<file path="config.mk">
export PLATFORM = sky130hd
export DESIGN_NAME = bgra_to_nv12_padded_converter_top
export DESIGN_NICKNAME = d
export VERILOG_FILES = /design/src/hdl/bnp_pkg.sv /design/src/hdl/bgra_to_nv12_padded_converter_top.sv /design/src/hdl/bnp_cfg.sv /design/src/hdl/bnp_front.sv /design/src/hdl/bnp_queue.sv /design/src/hdl/bnp_back.sv
export SDC_FILE = /design/constraint.sdc
export NUM_CORES = 2
export LEC_CHECK = 0
export BUFFER_PORTS_ARGS = -buffer_cell sky130_fd_sc_hd__buf_2
export CORE_MARGIN = 1
export CORE_UTILIZATION = 40
export DETAILED_ROUTE_END_ITERATION = 8
export PLACE_DENSITY = 0.59
export SYNTH_ARGS = -nofsm -noshare
export SYNTH_HDL_FRONTEND = slang
export SYNTH_SLANG_ARGS = --single-unit
</file>
<file path="constraint.sdc">
create_clock -name clk_i -period 7.4 [get_ports clk_i]
set_input_delay 1.11 -clock clk_i [delete_from_list [all_inputs] [get_ports clk_i]]
set_output_delay 1.11 -clock clk_i [all_outputs]
set_load 0.01 [all_outputs]
</file>
<file path="src/hdl/bnp_pkg.sv">
// shared types and constants for the padded bgra to nv12 converter
// no dependencies; every other file imports this package
package bnp_pkg;

  // fixed field widths
  localparam int DIM_W  = 14;  // padded dimension, covers 8192 + 63
  localparam int CFG_W  = 13;
  localparam int YA_W   = 24;
  localparam int UA_W   = 25;
  localparam int LEN_W  = 13;
  localparam int ADDR_W = 3;
  localparam int DATA_W = 32;

  // result count limit per pixel
  localparam int MAX_RESULTS = 17;
  localparam int CNT_W       = 5;

  // front to back queue
  localparam int Q_DEPTH = 4;
  localparam int Q_PTR_W = 2;

  // register indexes
  localparam logic REG_SRC_WIDTH  = 1'b0;
  localparam logic REG_SRC_HEIGHT = 1'b1;

  localparam logic [CFG_W-1:0] RST_SRC_WIDTH  = 13'd1920;
  localparam logic [CFG_W-1:0] RST_SRC_HEIGHT = 13'd1080;

  // result kinds
  localparam logic KIND_PIXEL = 1'b0;
  localparam logic KIND_FILL  = 1'b1;

  // fill colors
  localparam logic [7:0] Y_BLACK = 8'd16;
  localparam logic [7:0] UV_GRAY = 8'd128;

  // bt.601 studio range coefficients
  localparam logic signed [17:0] CY_R = 18'sd66;
  localparam logic signed [17:0] CY_G = 18'sd129;
  localparam logic signed [17:0] CY_B = 18'sd25;
  localparam logic signed [17:0] CU_R = -18'sd38;
  localparam logic signed [17:0] CU_G = -18'sd74;
  localparam logic signed [17:0] CU_B = 18'sd112;
  localparam logic signed [17:0] CV_R = 18'sd112;
  localparam logic signed [17:0] CV_G = -18'sd94;
  localparam logic signed [17:0] CV_B = -18'sd18;
  localparam logic signed [17:0] C_ROUND    = 18'sd128;
  localparam logic signed [17:0] C_Y_OFS    = 18'sd16;
  localparam logic signed [17:0] C_UV_BIAS  = 18'sd32768;

  typedef struct packed {
    logic [7:0] blue;
    logic [7:0] green;
    logic [7:0] red;
  } pix_t;

  typedef struct packed {
    logic             kind;
    logic [YA_W-1:0]  y_address;
    logic [7:0]       y_value;
    logic [LEN_W-1:0] y_length;
    logic             uv_write;
    logic [UA_W-1:0]  uv_address;
    logic [7:0]       u_value;
    logic [7:0]       v_value;
    logic [LEN_W-1:0] uv_length;
    logic             last;
  } res_t;

  // picture geometry derived from the registers
  typedef struct packed {
    logic [DIM_W-1:0] w;
    logic [DIM_W-1:0] h;
    logic [DIM_W-1:0] pw;
    logic [DIM_W-1:0] ph;
    logic [DIM_W-1:0] fill_start;
    logic [DIM_W-1:0] fill_uv_len;
    logic             margin;
    logic [UA_W-1:0]  uvbase;
    logic [UA_W-1:0]  hpw;
    logic [UA_W-1:0]  hhpw;
  } dims_t;

  // one classified pixel handed from front to back
  typedef struct packed {
    logic [7:0]      y_value;
    logic [7:0]      u_value;
    logic [7:0]      v_value;
    logic            even;
    logic            row_odd;
    logic [YA_W-1:0] pix_y_addr;
    logic [UA_W-1:0] pix_uv_addr;
    logic [YA_W-1:0] fill_y_addr;
    logic [UA_W-1:0] fill_uv_addr;
    logic            row_end;
    logic            frame_end;
  } item_t;

endpackage

</file>
<file path="src/hdl/bgra_to_nv12_padded_converter_top.sv">
// top level of the padded bgra to nv12 converter
// depends on bnp_pkg, bnp_cfg, bnp_front, bnp_queue, bnp_back
//
//  port group   direction  flow control           payload
//  in_*         input      in_valid_i/in_stall_o  pix_t (blue, green, red)
//  out_*        output     out_valid_o/out_stall_i res_t (one nv12 write)
//  apb          input      psel/penable/pready    src_width, src_height
//
// one pixel per cycle enters unless stalled; each passes stage one, stage two and
// the queue before the result register. the sequencer issues one result a cycle
// unless stalled: one per pixel, one more at a row end with a right margin, and up
// to MAX_RESULTS - 2 bottom fill rows after the last pixel of a frame. a four entry
// queue absorbs those bursts; in_stall_o rises only when it is full. rst_ni clears
// counters, queue and output register; registers return to 1920x1080.
module bgra_to_nv12_padded_converter_top import bnp_pkg::*; #(
  parameter int MAX_WIDTH  = 4096,
  parameter int MAX_HEIGHT = 4096,
  parameter int ALIGN_MASK = 15
) (
  input  logic              clk_i,
  input  logic              rst_ni,
  input  logic              in_valid_i,
  output logic              in_stall_o,
  input  pix_t              in_pix_i,
  output logic              out_valid_o,
  input  logic              out_stall_i,
  output res_t              out_res_o,
  input  logic              psel,
  input  logic              penable,
  input  logic              pwrite,
  input  logic [ADDR_W-1:0] paddr,
  input  logic [DATA_W-1:0] pwdata,
  output logic [DATA_W-1:0] prdata,
  output logic              pready
);

  dims_t dims;
  item_t push_item, head_item;
  logic  push, pop, q_empty, q_full;

  // registers and geometry
  bnp_cfg #(
    .MAX_WIDTH  (MAX_WIDTH),
    .MAX_HEIGHT (MAX_HEIGHT),
    .ALIGN_MASK (ALIGN_MASK)
  ) u_cfg (
    .clk_i   (clk_i),
    .rst_ni  (rst_ni),
    .psel    (psel),
    .penable (penable),
    .pwrite  (pwrite),
    .paddr   (paddr),
    .pwdata  (pwdata),
    .prdata  (prdata),
    .pready  (pready),
    .dims_o  (dims)
  );

  // pixel intake and classification
  bnp_front #(
    .MAX_WIDTH  (MAX_WIDTH),
    .MAX_HEIGHT (MAX_HEIGHT)
  ) u_front (
    .clk_i      (clk_i),
    .rst_ni     (rst_ni),
    .in_valid_i (in_valid_i),
    .in_stall_o (in_stall_o),
    .in_pix_i   (in_pix_i),
    .dims_i     (dims),
    .q_full_i   (q_full),
    .push_o     (push),
    .item_o     (push_item)
  );

  // decoupling queue
  bnp_queue u_queue (
    .clk_i   (clk_i),
    .rst_ni  (rst_ni),
    .push_i  (push),
    .item_i  (push_item),
    .pop_i   (pop),
    .item_o  (head_item),
    .empty_o (q_empty),
    .full_o  (q_full)
  );

  // result sequencer
  bnp_back u_back (
    .clk_i       (clk_i),
    .rst_ni      (rst_ni),
    .head_i      (head_item),
    .q_empty_i   (q_empty),
    .dims_i      (dims),
    .pop_o       (pop),
    .out_valid_o (out_valid_o),
    .out_stall_i (out_stall_i),
    .out_res_o   (out_res_o)
  );

endmodule

</file>
<file path="src/hdl/bnp_cfg.sv">
// register port and picture geometry for the converter
// depends on bnp_pkg
module bnp_cfg import bnp_pkg::*; #(
  parameter int MAX_WIDTH  = 4096,
  parameter int MAX_HEIGHT = 4096,
  parameter int ALIGN_MASK = 15
) (
  input  logic              clk_i,
  input  logic              rst_ni,
  input  logic              psel,
  input  logic              penable,
  input  logic              pwrite,
  input  logic [ADDR_W-1:0] paddr,
  input  logic [DATA_W-1:0] pwdata,
  output logic [DATA_W-1:0] prdata,
  output logic              pready,
  output dims_t             dims_o
);

  logic [CFG_W-1:0] width_q, height_q;
  logic [DIM_W-1:0] w, h, pw, ph, w_inc, start;
  logic [UA_W-1:0]  uvbase_q, hpw_q, hhpw_q;

  assign pready = 1'b1;

  // register writes
  always_ff @(posedge clk_i or negedge rst_ni) begin
    if (!rst_ni) begin
      width_q  <= RST_SRC_WIDTH;
      height_q <= RST_SRC_HEIGHT;
    end else if (psel && penable && pwrite && pready) begin
      unique case (paddr[ADDR_W-1])
        REG_SRC_WIDTH:  width_q  <= pwdata[CFG_W-1:0];
        REG_SRC_HEIGHT: height_q <= pwdata[CFG_W-1:0];
        default: ;
      endcase
    end
  end

  // register reads
  always_comb begin
    unique case (paddr[ADDR_W-1])
      REG_SRC_WIDTH:  prdata = DATA_W'(width_q);
      REG_SRC_HEIGHT: prdata = DATA_W'(height_q);
      default:        prdata = '0;
    endcase
  end

  // clamp to 1..max
  always_comb begin
    if (width_q == '0) begin
      w = DIM_W'(1);
    end else if (DIM_W'(width_q) > DIM_W'(MAX_WIDTH)) begin
      w = DIM_W'(MAX_WIDTH);
    end else begin
      w = DIM_W'(width_q);
    end
    if (height_q == '0) begin
      h = DIM_W'(1);
    end else if (DIM_W'(height_q) > DIM_W'(MAX_HEIGHT)) begin
      h = DIM_W'(MAX_HEIGHT);
    end else begin
      h = DIM_W'(height_q);
    end
  end

  // padded size and right margin chroma run
  assign pw    = (w + DIM_W'(ALIGN_MASK)) & ~DIM_W'(ALIGN_MASK);
  assign ph    = (h + DIM_W'(ALIGN_MASK)) & ~DIM_W'(ALIGN_MASK);
  assign w_inc = w + DIM_W'(1);
  assign start = {w_inc[DIM_W-1:1], 1'b0};

  // plane products, one multiplier each
  always_ff @(posedge clk_i) begin
    uvbase_q <= UA_W'(pw) * UA_W'(ph);
    hpw_q    <= UA_W'(h) * UA_W'(pw);
    hhpw_q   <= UA_W'(h >> 1) * UA_W'(pw);
  end

  always_comb begin
    dims_o.w           = w;
    dims_o.h           = h;
    dims_o.pw          = pw;
    dims_o.ph          = ph;
    dims_o.fill_start  = start;
    dims_o.fill_uv_len = (pw > start) ? (pw - start) : '0;
    dims_o.margin      = pw > w;
    dims_o.uvbase      = uvbase_q;
    dims_o.hpw         = hpw_q;
    dims_o.hhpw        = hhpw_q;
  end

endmodule

</file>
<file path="src/hdl/bnp_front.sv">
// front end: accepts pixels, tracks column and row, converts color, forms addresses
// depends on bnp_pkg
module bnp_front import bnp_pkg::*; #(
  parameter int MAX_WIDTH  = 4096,
  parameter int MAX_HEIGHT = 4096
) (
  input  logic  clk_i,
  input  logic  rst_ni,
  input  logic  in_valid_i,
  output logic  in_stall_o,
  input  pix_t  in_pix_i,
  input  dims_t dims_i,
  input  logic  q_full_i,
  output logic  push_o,
  output item_t item_o
);

  localparam int CW = $clog2(MAX_WIDTH);
  localparam int RW = $clog2(MAX_HEIGHT);

  logic [CW-1:0]    col_q;
  logic [RW-1:0]    row_q;
  logic [DIM_W-1:0] col_next, row_next;
  logic             row_end, frame_end, advance, accept;

  logic             s1_valid_q, s1_row_end_q, s1_frame_end_q;
  pix_t             s1_pix_q;
  logic [CW-1:0]    s1_col_q;
  logic [RW-1:0]    s1_row_q;

  logic             s2_valid_q, s2_row_end_q, s2_frame_end_q, s2_even_q, s2_row_odd_q;
  logic [7:0]       s2_y_q, s2_u_q, s2_v_q;
  logic [CW-1:0]    s2_col_q;
  logic [UA_W-1:0]  s2_rowpw_q, s2_rowhpw_q;

  logic signed [17:0] rs, gs, bs, y_sum, u_sum, v_sum;
  logic [UA_W-1:0]    uv_row;

  function automatic logic [7:0] clamp8(input logic signed [17:0] v);
    if (v < 18'sd0) begin
      return 8'd0;
    end else if (v > 18'sd255) begin
      return 8'd255;
    end else begin
      return v[7:0];
    end
  endfunction

  // pipeline moves unless the queue cannot take stage two
  assign advance    = !(s2_valid_q && q_full_i);
  assign in_stall_o = !advance;
  assign accept     = in_valid_i && advance;

  // row and frame end detection
  assign col_next  = DIM_W'(col_q) + DIM_W'(1);
  assign row_next  = DIM_W'(row_q) + DIM_W'(1);
  assign row_end   = col_next >= dims_i.w;
  assign frame_end = row_end && (row_next >= dims_i.h);

  // position counters
  always_ff @(posedge clk_i or negedge rst_ni) begin
    if (!rst_ni) begin
      col_q <= '0;
      row_q <= '0;
    end else if (accept) begin
      if (frame_end) begin
        col_q <= '0;
        row_q <= '0;
      end else if (row_end) begin
        col_q <= '0;
        row_q <= row_next[RW-1:0];
      end else begin
        col_q <= col_next[CW-1:0];
      end
    end
  end

  // stage one: capture pixel and position
  always_ff @(posedge clk_i or negedge rst_ni) begin
    if (!rst_ni) begin
      s1_valid_q <= 1'b0;
    end else if (advance) begin
      s1_valid_q <= in_valid_i;
    end
  end

  always_ff @(posedge clk_i) begin
    if (advance) begin
      s1_pix_q       <= in_pix_i;
      s1_col_q       <= col_q;
      s1_row_q       <= row_q;
      s1_row_end_q   <= row_end;
      s1_frame_end_q <= frame_end;
    end
  end

  // color sums
  assign rs    = $signed({10'b0, s1_pix_q.red});
  assign gs    = $signed({10'b0, s1_pix_q.green});
  assign bs    = $signed({10'b0, s1_pix_q.blue});
  assign y_sum = CY_R * rs + CY_G * gs + CY_B * bs + C_ROUND;
  assign u_sum = CU_R * rs + CU_G * gs + CU_B * bs + C_ROUND + C_UV_BIAS;
  assign v_sum = CV_R * rs + CV_G * gs + CV_B * bs + C_ROUND + C_UV_BIAS;

  // stage two: converted bytes and row products
  always_ff @(posedge clk_i or negedge rst_ni) begin
    if (!rst_ni) begin
      s2_valid_q <= 1'b0;
    end else if (advance) begin
      s2_valid_q <= s1_valid_q;
    end
  end

  always_ff @(posedge clk_i) begin
    if (advance) begin
      s2_y_q         <= clamp8((y_sum >>> 8) + C_Y_OFS);
      s2_u_q         <= clamp8(u_sum >>> 8);
      s2_v_q         <= clamp8(v_sum >>> 8);
      s2_even_q      <= !(s1_row_q[0] | s1_col_q[0]);
      s2_row_odd_q   <= s1_row_q[0];
      s2_col_q       <= s1_col_q;
      s2_rowpw_q     <= UA_W'(s1_row_q) * UA_W'(dims_i.pw);
      s2_rowhpw_q    <= UA_W'(s1_row_q >> 1) * UA_W'(dims_i.pw);
      s2_row_end_q   <= s1_row_end_q;
      s2_frame_end_q <= s1_frame_end_q;
    end
  end

  // queue entry with final addresses
  assign uv_row = dims_i.uvbase + s2_rowhpw_q;
  assign push_o = advance && s2_valid_q;

  always_comb begin
    item_o.y_value      = s2_y_q;
    item_o.u_value      = s2_u_q;
    item_o.v_value      = s2_v_q;
    item_o.even         = s2_even_q;
    item_o.row_odd      = s2_row_odd_q;
    item_o.pix_y_addr   = YA_W'(s2_rowpw_q + UA_W'(s2_col_q));
    item_o.pix_uv_addr  = uv_row + UA_W'(s2_col_q);
    item_o.fill_y_addr  = YA_W'(s2_rowpw_q + UA_W'(dims_i.w));
    item_o.fill_uv_addr = uv_row + UA_W'(dims_i.fill_start);
    item_o.row_end      = s2_row_end_q;
    item_o.frame_end    = s2_frame_end_q;
  end

endmodule

</file>
<file path="src/hdl/bnp_queue.sv">
// short fifo that decouples the front end from the result sequencer
// depends on bnp_pkg
module bnp_queue import bnp_pkg::*; (
  input  logic  clk_i,
  input  logic  rst_ni,
  input  logic  push_i,
  input  item_t item_i,
  input  logic  pop_i,
  output item_t item_o,
  output logic  empty_o,
  output logic  full_o
);

  item_t              store_q [Q_DEPTH];
  logic [Q_PTR_W-1:0] wr_ptr_q, rd_ptr_q;
  logic [Q_PTR_W:0]   count_q;
  logic               do_push, do_pop;

  assign empty_o = count_q == '0;
  assign full_o  = count_q == (Q_PTR_W+1)'(Q_DEPTH);
  assign do_push = push_i && !full_o;
  assign do_pop  = pop_i && !empty_o;
  assign item_o  = store_q[rd_ptr_q];

  // pointers and fill level
  always_ff @(posedge clk_i or negedge rst_ni) begin
    if (!rst_ni) begin
      wr_ptr_q <= '0;
      rd_ptr_q <= '0;
      count_q  <= '0;
    end else begin
      if (do_push) begin
        wr_ptr_q <= wr_ptr_q + 1'b1;
      end
      if (do_pop) begin
        rd_ptr_q <= rd_ptr_q + 1'b1;
      end
      if (do_push && !do_pop) begin
        count_q <= count_q + 1'b1;
      end else if (do_pop && !do_push) begin
        count_q <= count_q - 1'b1;
      end
    end
  end

  // entry storage
  always_ff @(posedge clk_i) begin
    if (do_push) begin
      store_q[wr_ptr_q] <= item_i;
    end
  end

endmodule

</file>
<file path="src/hdl/bnp_back.sv">
// back end: expands each queued pixel into its pixel write and fill runs
// depends on bnp_pkg
module bnp_back import bnp_pkg::*; (
  input  logic  clk_i,
  input  logic  rst_ni,
  input  item_t head_i,
  input  logic  q_empty_i,
  input  dims_t dims_i,
  output logic  pop_o,
  output logic  out_valid_o,
  input  logic  out_stall_i,
  output res_t  out_res_o
);

  typedef enum logic [1:0] {
    PH_PIXEL,
    PH_RIGHT,
    PH_BOTTOM
  } phase_e;

  phase_e           phase_q, phase_d;
  logic [DIM_W-1:0] j_q;
  logic [UA_W-1:0]  ybot_q, uvbot_q;
  logic [CNT_W-1:0] cnt_q;
  logic             out_valid_q;
  res_t             out_res_q;

  res_t             res;
  logic             load, nat_last, is_last, seed_bottom, step_bottom;
  logic             has_right, has_bottom;
  logic [DIM_W-1:0] j_inc;

  assign has_right  = head_i.row_end && dims_i.margin;
  assign has_bottom = head_i.frame_end && (dims_i.h < dims_i.ph);
  assign j_inc      = j_q + DIM_W'(1);
  assign load       = !q_empty_i && (!out_valid_q || !out_stall_i);
  assign is_last    = nat_last || (cnt_q == CNT_W'(MAX_RESULTS - 1));
  assign pop_o      = load && is_last;

  // result for the current phase
  always_comb begin
    res         = '0;
    phase_d     = phase_q;
    nat_last    = 1'b1;
    seed_bottom = 1'b0;
    step_bottom = 1'b0;
    unique case (phase_q)
      PH_PIXEL: begin
        res.kind       = KIND_PIXEL;
        res.y_address  = head_i.pix_y_addr;
        res.y_value    = head_i.y_value;
        res.y_length   = LEN_W'(1);
        res.uv_write   = head_i.even;
        res.uv_address = head_i.pix_uv_addr;
        res.u_value    = head_i.u_value;
        res.v_value    = head_i.v_value;
        res.uv_length  = LEN_W'(2);
        nat_last       = !has_right && !has_bottom;
        seed_bottom    = !has_right && has_bottom;
        phase_d        = has_right ? PH_RIGHT : (has_bottom ? PH_BOTTOM : PH_PIXEL);
      end
      PH_RIGHT: begin
        res.kind       = KIND_FILL;
        res.y_address  = head_i.fill_y_addr;
        res.y_value    = Y_BLACK;
        res.y_length   = LEN_W'(dims_i.pw - dims_i.w);
        res.uv_write   = !head_i.row_odd && (dims_i.fill_uv_len != '0);
        res.uv_address = head_i.fill_uv_addr;
        res.u_value    = UV_GRAY;
        res.v_value    = UV_GRAY;
        res.uv_length  = LEN_W'(dims_i.fill_uv_len);
        nat_last       = !has_bottom;
        seed_bottom    = has_bottom;
        phase_d        = has_bottom ? PH_BOTTOM : PH_PIXEL;
      end
      PH_BOTTOM: begin
        res.kind       = KIND_FILL;
        res.y_address  = ybot_q[YA_W-1:0];
        res.y_value    = Y_BLACK;
        res.y_length   = LEN_W'(dims_i.pw);
        res.uv_write   = !j_q[0];
        res.uv_address = uvbot_q;
        res.u_value    = UV_GRAY;
        res.v_value    = UV_GRAY;
        res.uv_length  = LEN_W'(dims_i.pw);
        nat_last       = j_inc == dims_i.ph;
        step_bottom    = 1'b1;
        phase_d        = PH_BOTTOM;
      end
      default: begin
        phase_d = PH_PIXEL;
      end
    endcase
    // chroma fields read zero when no chroma is written
    if (!res.uv_write) begin
      res.uv_address = '0;
      res.u_value    = '0;
      res.v_value    = '0;
      res.uv_length  = '0;
    end
    res.last = is_last;
  end

  // sequencer state and output register
  always_ff @(posedge clk_i or negedge rst_ni) begin
    if (!rst_ni) begin
      phase_q     <= PH_PIXEL;
      cnt_q       <= '0;
      j_q         <= '0;
      ybot_q      <= '0;
      uvbot_q     <= '0;
      out_valid_q <= 1'b0;
      out_res_q   <= '0;
    end else begin
      if (load) begin
        out_valid_q <= 1'b1;
        out_res_q   <= res;
        if (is_last) begin
          phase_q <= PH_PIXEL;
          cnt_q   <= '0;
        end else begin
          phase_q <= phase_d;
          cnt_q   <= cnt_q + 1'b1;
        end
        if (seed_bottom) begin
          j_q     <= dims_i.h;
          ybot_q  <= dims_i.hpw;
          uvbot_q <= dims_i.uvbase + dims_i.hhpw;
        end else if (step_bottom) begin
          j_q    <= j_inc;
          ybot_q <= ybot_q + UA_W'(dims_i.pw);
          if (j_q[0]) begin
            uvbot_q <= uvbot_q + UA_W'(dims_i.pw);
          end
        end
      end else if (!out_stall_i) begin
        out_valid_q <= 1'b0;
      end
    end
  end

  assign out_valid_o = out_valid_q;
  assign out_res_o   = out_res_q;

endmodule

</file>
### Yosys cells after proc, flatten, opt, wreduce, memory -nomap -nowiden

Memory sizes are Yosys's and may differ from the RTL's.
Index checks and enable logic that the tools add are counted.

| operators by class | value |
|---|---|
| multipliers | 14 |
| order comparisons | 13 |
| reduce and logical (&&, ||, !) cells | 45 |
| bitwise gates (word level) | 2 |
| eq/ne operators | 6 |
| add/sub/neg operators | 33 |
| mux-type cells | 36 |

Operator list:

| cell | number |
|---|---|
| $pmux 101 s3 | 1 |
| $mux 25 | 5 |
| $add 18x18->18 | 6 |
| $add 25x14->25 | 3 |
| $pmux 32 s2 | 1 |
| $mux 14 | 4 |
| $add 18x9->18 const B | 3 |
| $mux 54 | 1 |
| $add 25x25->25 | 2 |
| $mux 12 | 4 |
| $mux 13 | 3 |
| $add 18x17->18 const B | 2 |
| $mul 7x9->16 const A | 2 |
| $add 12x1->13 const B | 2 |
| $gt 13x13->1 const B | 2 |
| $logic_not 13->1 | 2 |
| $add 25x12->25 | 1 |
| $add 24x12->24 | 1 |
| $add 24x13->24 | 1 |
| $mux 8 | 3 |
| $mul 3x8->11 const A | 2 |
| $mul 11x10->21 | 1 |
| $mul 13x10->21 | 1 |
| $mul 14x10->21 | 1 |
| other kinds (51) | 95 |

| word-level totals | value |
|---|---|
| flip-flop bits (word level) | 423 |
| word-level logic and storage cells | 195 |
| bits in writable memories | 504 |
| memories | 1 |

Memories:

| name | depth | width | rd ports | clocked after Yosys merged registers in | wr ports | RTL line | source |
|---|---|---|---|---|---|---|---|
| u_queue.store_q | 4 | 126 | 1 | 0 | 1 | bnp_queue.sv:14 | `item_t store_q [Q_DEPTH];` |

### Logic depth before layout (Yosys ltp)

| logic depth | value |
|---|---|
| word-level depth | 15 |
| gate-level depth with buffers | 32 |
| mapped depth without buffers | 29 |

### Modules after synthesis

Synthesis repeated with hierarchy kept, for this count alone.

| second synthesis, totals | value |
|---|---|
| cells, all modules | 6309 |
| area total of the unflattened synthesis | 69491.6 um^2 |

Modules (own cells, without submodules):

| module | area each (um^2) | cells an instance | times used |
|---|---|---|---|
| bnp_front | 26072.5 | 2737 | 1 |
| bnp_queue | 18705.4 | 694 | 1 |
| bnp_cfg | 12709.7 | 1466 | 1 |
| bnp_back | 12004.0 | 1412 | 1 |

### Worst setup path after synthesis

Ideal clock, no wire load.

| timing | value |
|---|---|
| path kind | flip-flop to flip-flop |
| from | register u_cfg.width_q[6] |
| to | register u_cfg.uvbase_q[23] |
| arrival | 7768 ps |
| setup time | 79 ps |
| clock period less this slack | 7847 ps |
| slack | -447 ps |
| stages on the path, launching flop included | 30 |
| cell sequence | dfrtp_1 > clkbuf_1 > nor4_2 > a31oi_1 > nor2_1 > inv_1 > ha_1 > a211oi_1 > and3_1 > and3_1 > ha_1 > clkbuf_1 > inv_1 > buf_1 > nand2_1 > fa_1 > inv_1 > fa_1 > fa_1 > fa_1 > inv_1 > fa_1 > inv_1 > ha_1 > and3_1 > a21oi_1 > o21ai_0 > o41ai_1 > or4b_2 > o211ai_1 |

RTL lines:

| what | RTL line | source |
|---|---|---|
| from (decl) | bnp_cfg.sv:20 | `logic [CFG_W-1:0] width_q, height_q;` |
| from (signal assigned) | bnp_cfg.sv:33 | `REG_SRC_WIDTH: width_q <= pwdata[CFG_W-1:0];` |
| to (signal assigned) | bnp_cfg.sv:75 | `uvbase_q <= UA_W'(pw) * UA_W'(ph);` |
| to (decl) | bnp_cfg.sv:22 | `logic [UA_W-1:0] uvbase_q, hpw_q, hhpw_q;` |

==> impl_results.md <==
* Post-synth top area share at 29.2%
* Ys async rst share at 24.9%
* Clock root buffer: clkbuf_16
* Max-cap violation count at 0
* Synthesis warning total at 0
* Clock Tree Buf Depth at 3
* Top delay family on crit path: adder cells
* Synth area leader: edfxtp_1
* Total routed wirelength at 181000 um
* Syn Area/Cell at 11.4 um^2
* Cts hold-fix bufs at 0
* Share of the clock period used by the worst path at 97.1%
* Clock insertion delay at the later pin of the skew report at 0.74 ns
* CP startpoint kind: register
* Crit path max fanout at 3
* Routed WL per cell at 22.4 um
* Die Span X at 400 um
* Outcome: finished with violations
* Vias at 43500
* First-pass GRT wire length at 270000 um
* P&R area growth vs syn at 12.9%
* Most common cell after layout, fill and taps aside: inv_1
* Final Setup Violations at 0
* Fill cell count at 14400
* Final std cells w/o fill at 8044
* WS Path Type: register to register
* Placeable core region at 0.157 mm^2
* Worst path required time at 7.88 ns
* Fin util at 45.6%
* Fin crit period at 7.19 ns
* Detail Placement HPWL at 139000 um
* Crit. Startpoint: u_cfg.width_q[11]
* CP Capture Type: register
* Initial core utilization at 40.4%
* Max Clk Rate at 0.139 GHz
* Largest net degree at the start of global routing at 133
* Gpl congestion at 0.918
* CTS tree: yes
* Final Hold Fails at 0
* HP Class: input port to async pin
* DRC violations left at 2
* Max H-tree Level at 3
* Critical Path Slowest Stage Cell: fa_1
* IO Count at 203
* Ys flop type: edfxtp_1
* Die ar. at 0.160 mm^2
* IO Port Bufs at 160
* Number of global-route vias before repair at 43000
* Reg2Reg Depth at 31
* Starting DRT DRC Count at 3441
* Max-slew headroom at 18.6%
* Clock skew at 0.0515 ns
* Synth top area cells: edfxtp_1 29%, ha_1 13%, fa_1 11%
* Violated checks: DRC
* Post-route cell area at 0.0714 mm^2
* Clk slew on worst S/H paths at 0.07 ns
* Post-Syn Area at 0.0633 mm^2
* Placed Cells at 7848
* Share of cells above drive strength 1 at 13.7%
* Sequential cell area at 0.0252 mm^2
* Reg2reg setup slack at 0.21 ns
* Highest-count cells in the layout ignoring fill and taps: 688 x inv_1, 646 x ha_1, 615 x edfxtp_1
* Register area share after synthesis at 39.9%
* Row count at 145
* First-pass iteration count of the detailed router at 8
* Via density per instance at 5.40
* Count of different cell masters after synthesis at 102
* Final nets at 6979
* Max Slew Vio Count at 0
* Multi-input gate area at 0.0350 mm^2
* Synthesized flop and latch total at 896
* Post-Route Setup TNS at 0 ns
* Global Route Usage Sum at 22.6%
* Grt total ovfl at 0
* Sink Count at 896
* Critical Path AT at 7.67 ns
* Slew @ Worst Pin at 1.22 ns
* CTS Buf Count at 98
* Reg2reg start: u_cfg.width_q[11]
* Placed inst area at 0.0678 mm^2
* Number of enable flip-flop cells after synthesis at 615
* Slowest stage delay, CP at 0.55 ns
* Die height at 400 um
* Initial antenna violation count at 19
* R2R Path End: u_front.s2_rowhpw_q[24]
* Buf/Inv on CP at 7
* Mapped Cells at 5574
* Post-route ant nets at 0
metal layers:
layer	vias to the layer above	GRT usage (%)	part of all wire, %
met5	-	0	0.053
met4	14	6.82	3.1
met3	240	4.05	6.8
met2	1232	35.6	45
met1	21800	31.6	45
li1	20200	-	-
synthesized netlist by cell type, types with 91 or more instances:
cell type and count:
mux4_2 121, ha_1 655, xnor2_1 266, o21ai_0 180, clkbuf_1 149, xor2_1 107
fa_1 363, dfrtp_1 215, inv_1 690, a21oi_1 239, nor2b_1 100, nor2_1 287
edfxtp_1 615, nand2_1 402, nand3_1 91
timing repair:
item	4_1_cts	5_1_grt
gates resized for setup	0	42
gates cloned	0	0
setup buffers	1	4
pin swaps	1	17
setup endpoints to repair	3	26
hold endpoints to repair	0	0
sequential cells by signal (all words and copies together) (netlist names), 13 cells and up:
register,cells
u_cfg.height_q,13
u_back.uvbot_q,21
u_cfg.width_q,13
u_front.s2_rowpw_q,20
u_back.ybot_q,20
u_back.out_res_o,101
u_cfg.uvbase_q,17
u_back.j_q,14
u_cfg.hpw_q,20
u_cfg.hhpw_q,21
u_front.s2_rowhpw_q,21
u_queue.store_q,484
cells by family (layout without fill, tap and decap cells):
group,after synthesis,in the layout,share of synthesized area (%)
adders and majority gates,1019,1019,24.5
and+or+nand+nor,1200,1200,9.06
xor gates and xnor gates,376,376,5.24
muxes,172,172,5.20
buffers and inverters,924,1269,5.70
DFF,896,896,39.9
AOI/OAI and AO/OA,985,985,10.5
other,2,69,0.0119
worst max-delay path by stage:
stage                                    to  slack (ns)  cells after the start
detailed placement  u_front.s2_rowhpw_q[24]       -0.01                     29
global placement            u_cfg.hpw_q[23]        0.05                     27
global route        u_front.s2_rowhpw_q[24]       -0.07                     31
CTS                 u_front.s2_rowhpw_q[24]        0.03                     30
finish              u_front.s2_rowhpw_q[24]        0.21                     31
floorplan                u_cfg.uvbase_q[23]        0.03                     29
metrics by stage:
step	hold slack, ns	setup slack, ns
after floorplan	0.400	0.0268
after global placement	0.403	0.0459
after detailed placement	0.413	-0.0120
after CTS	0.424	0.0340
after global routing	0.433	-0.0696
final	0.395	0.215
layout make-up:
| cell class | count | area share (%) |
|---|---|---|
| multi-input cells | 3816 | 49.0 |
| flip-flops and latches | 896 | 35.3 |
| repair buffers | 383 | 3.69 |
| inverters | 700 | 3.68 |
| clock buffers | 120 | 3.68 |
| well taps | 2058 | 3.60 |
| clock inverters | 66 | 1.07 |
| diodes | 5 | 0.0175 |
worst reg2reg max path, delay by kind of cell, from the launching register on:
family                   cells  cell delay [ns]
AND/OR/NAND/NOR              9             1.48
buffers and inverters        7             0.64
flip-flops                   1             0.41
adder cells (fa/ha/maj)      8             3.15
XOR/XNOR                     2             0.31
AO/OA/AOI/OAI                5             0.98
Power is not shown: default switching activity piles up to over one toggle a cycle in this logic, so the estimate is an artifact.
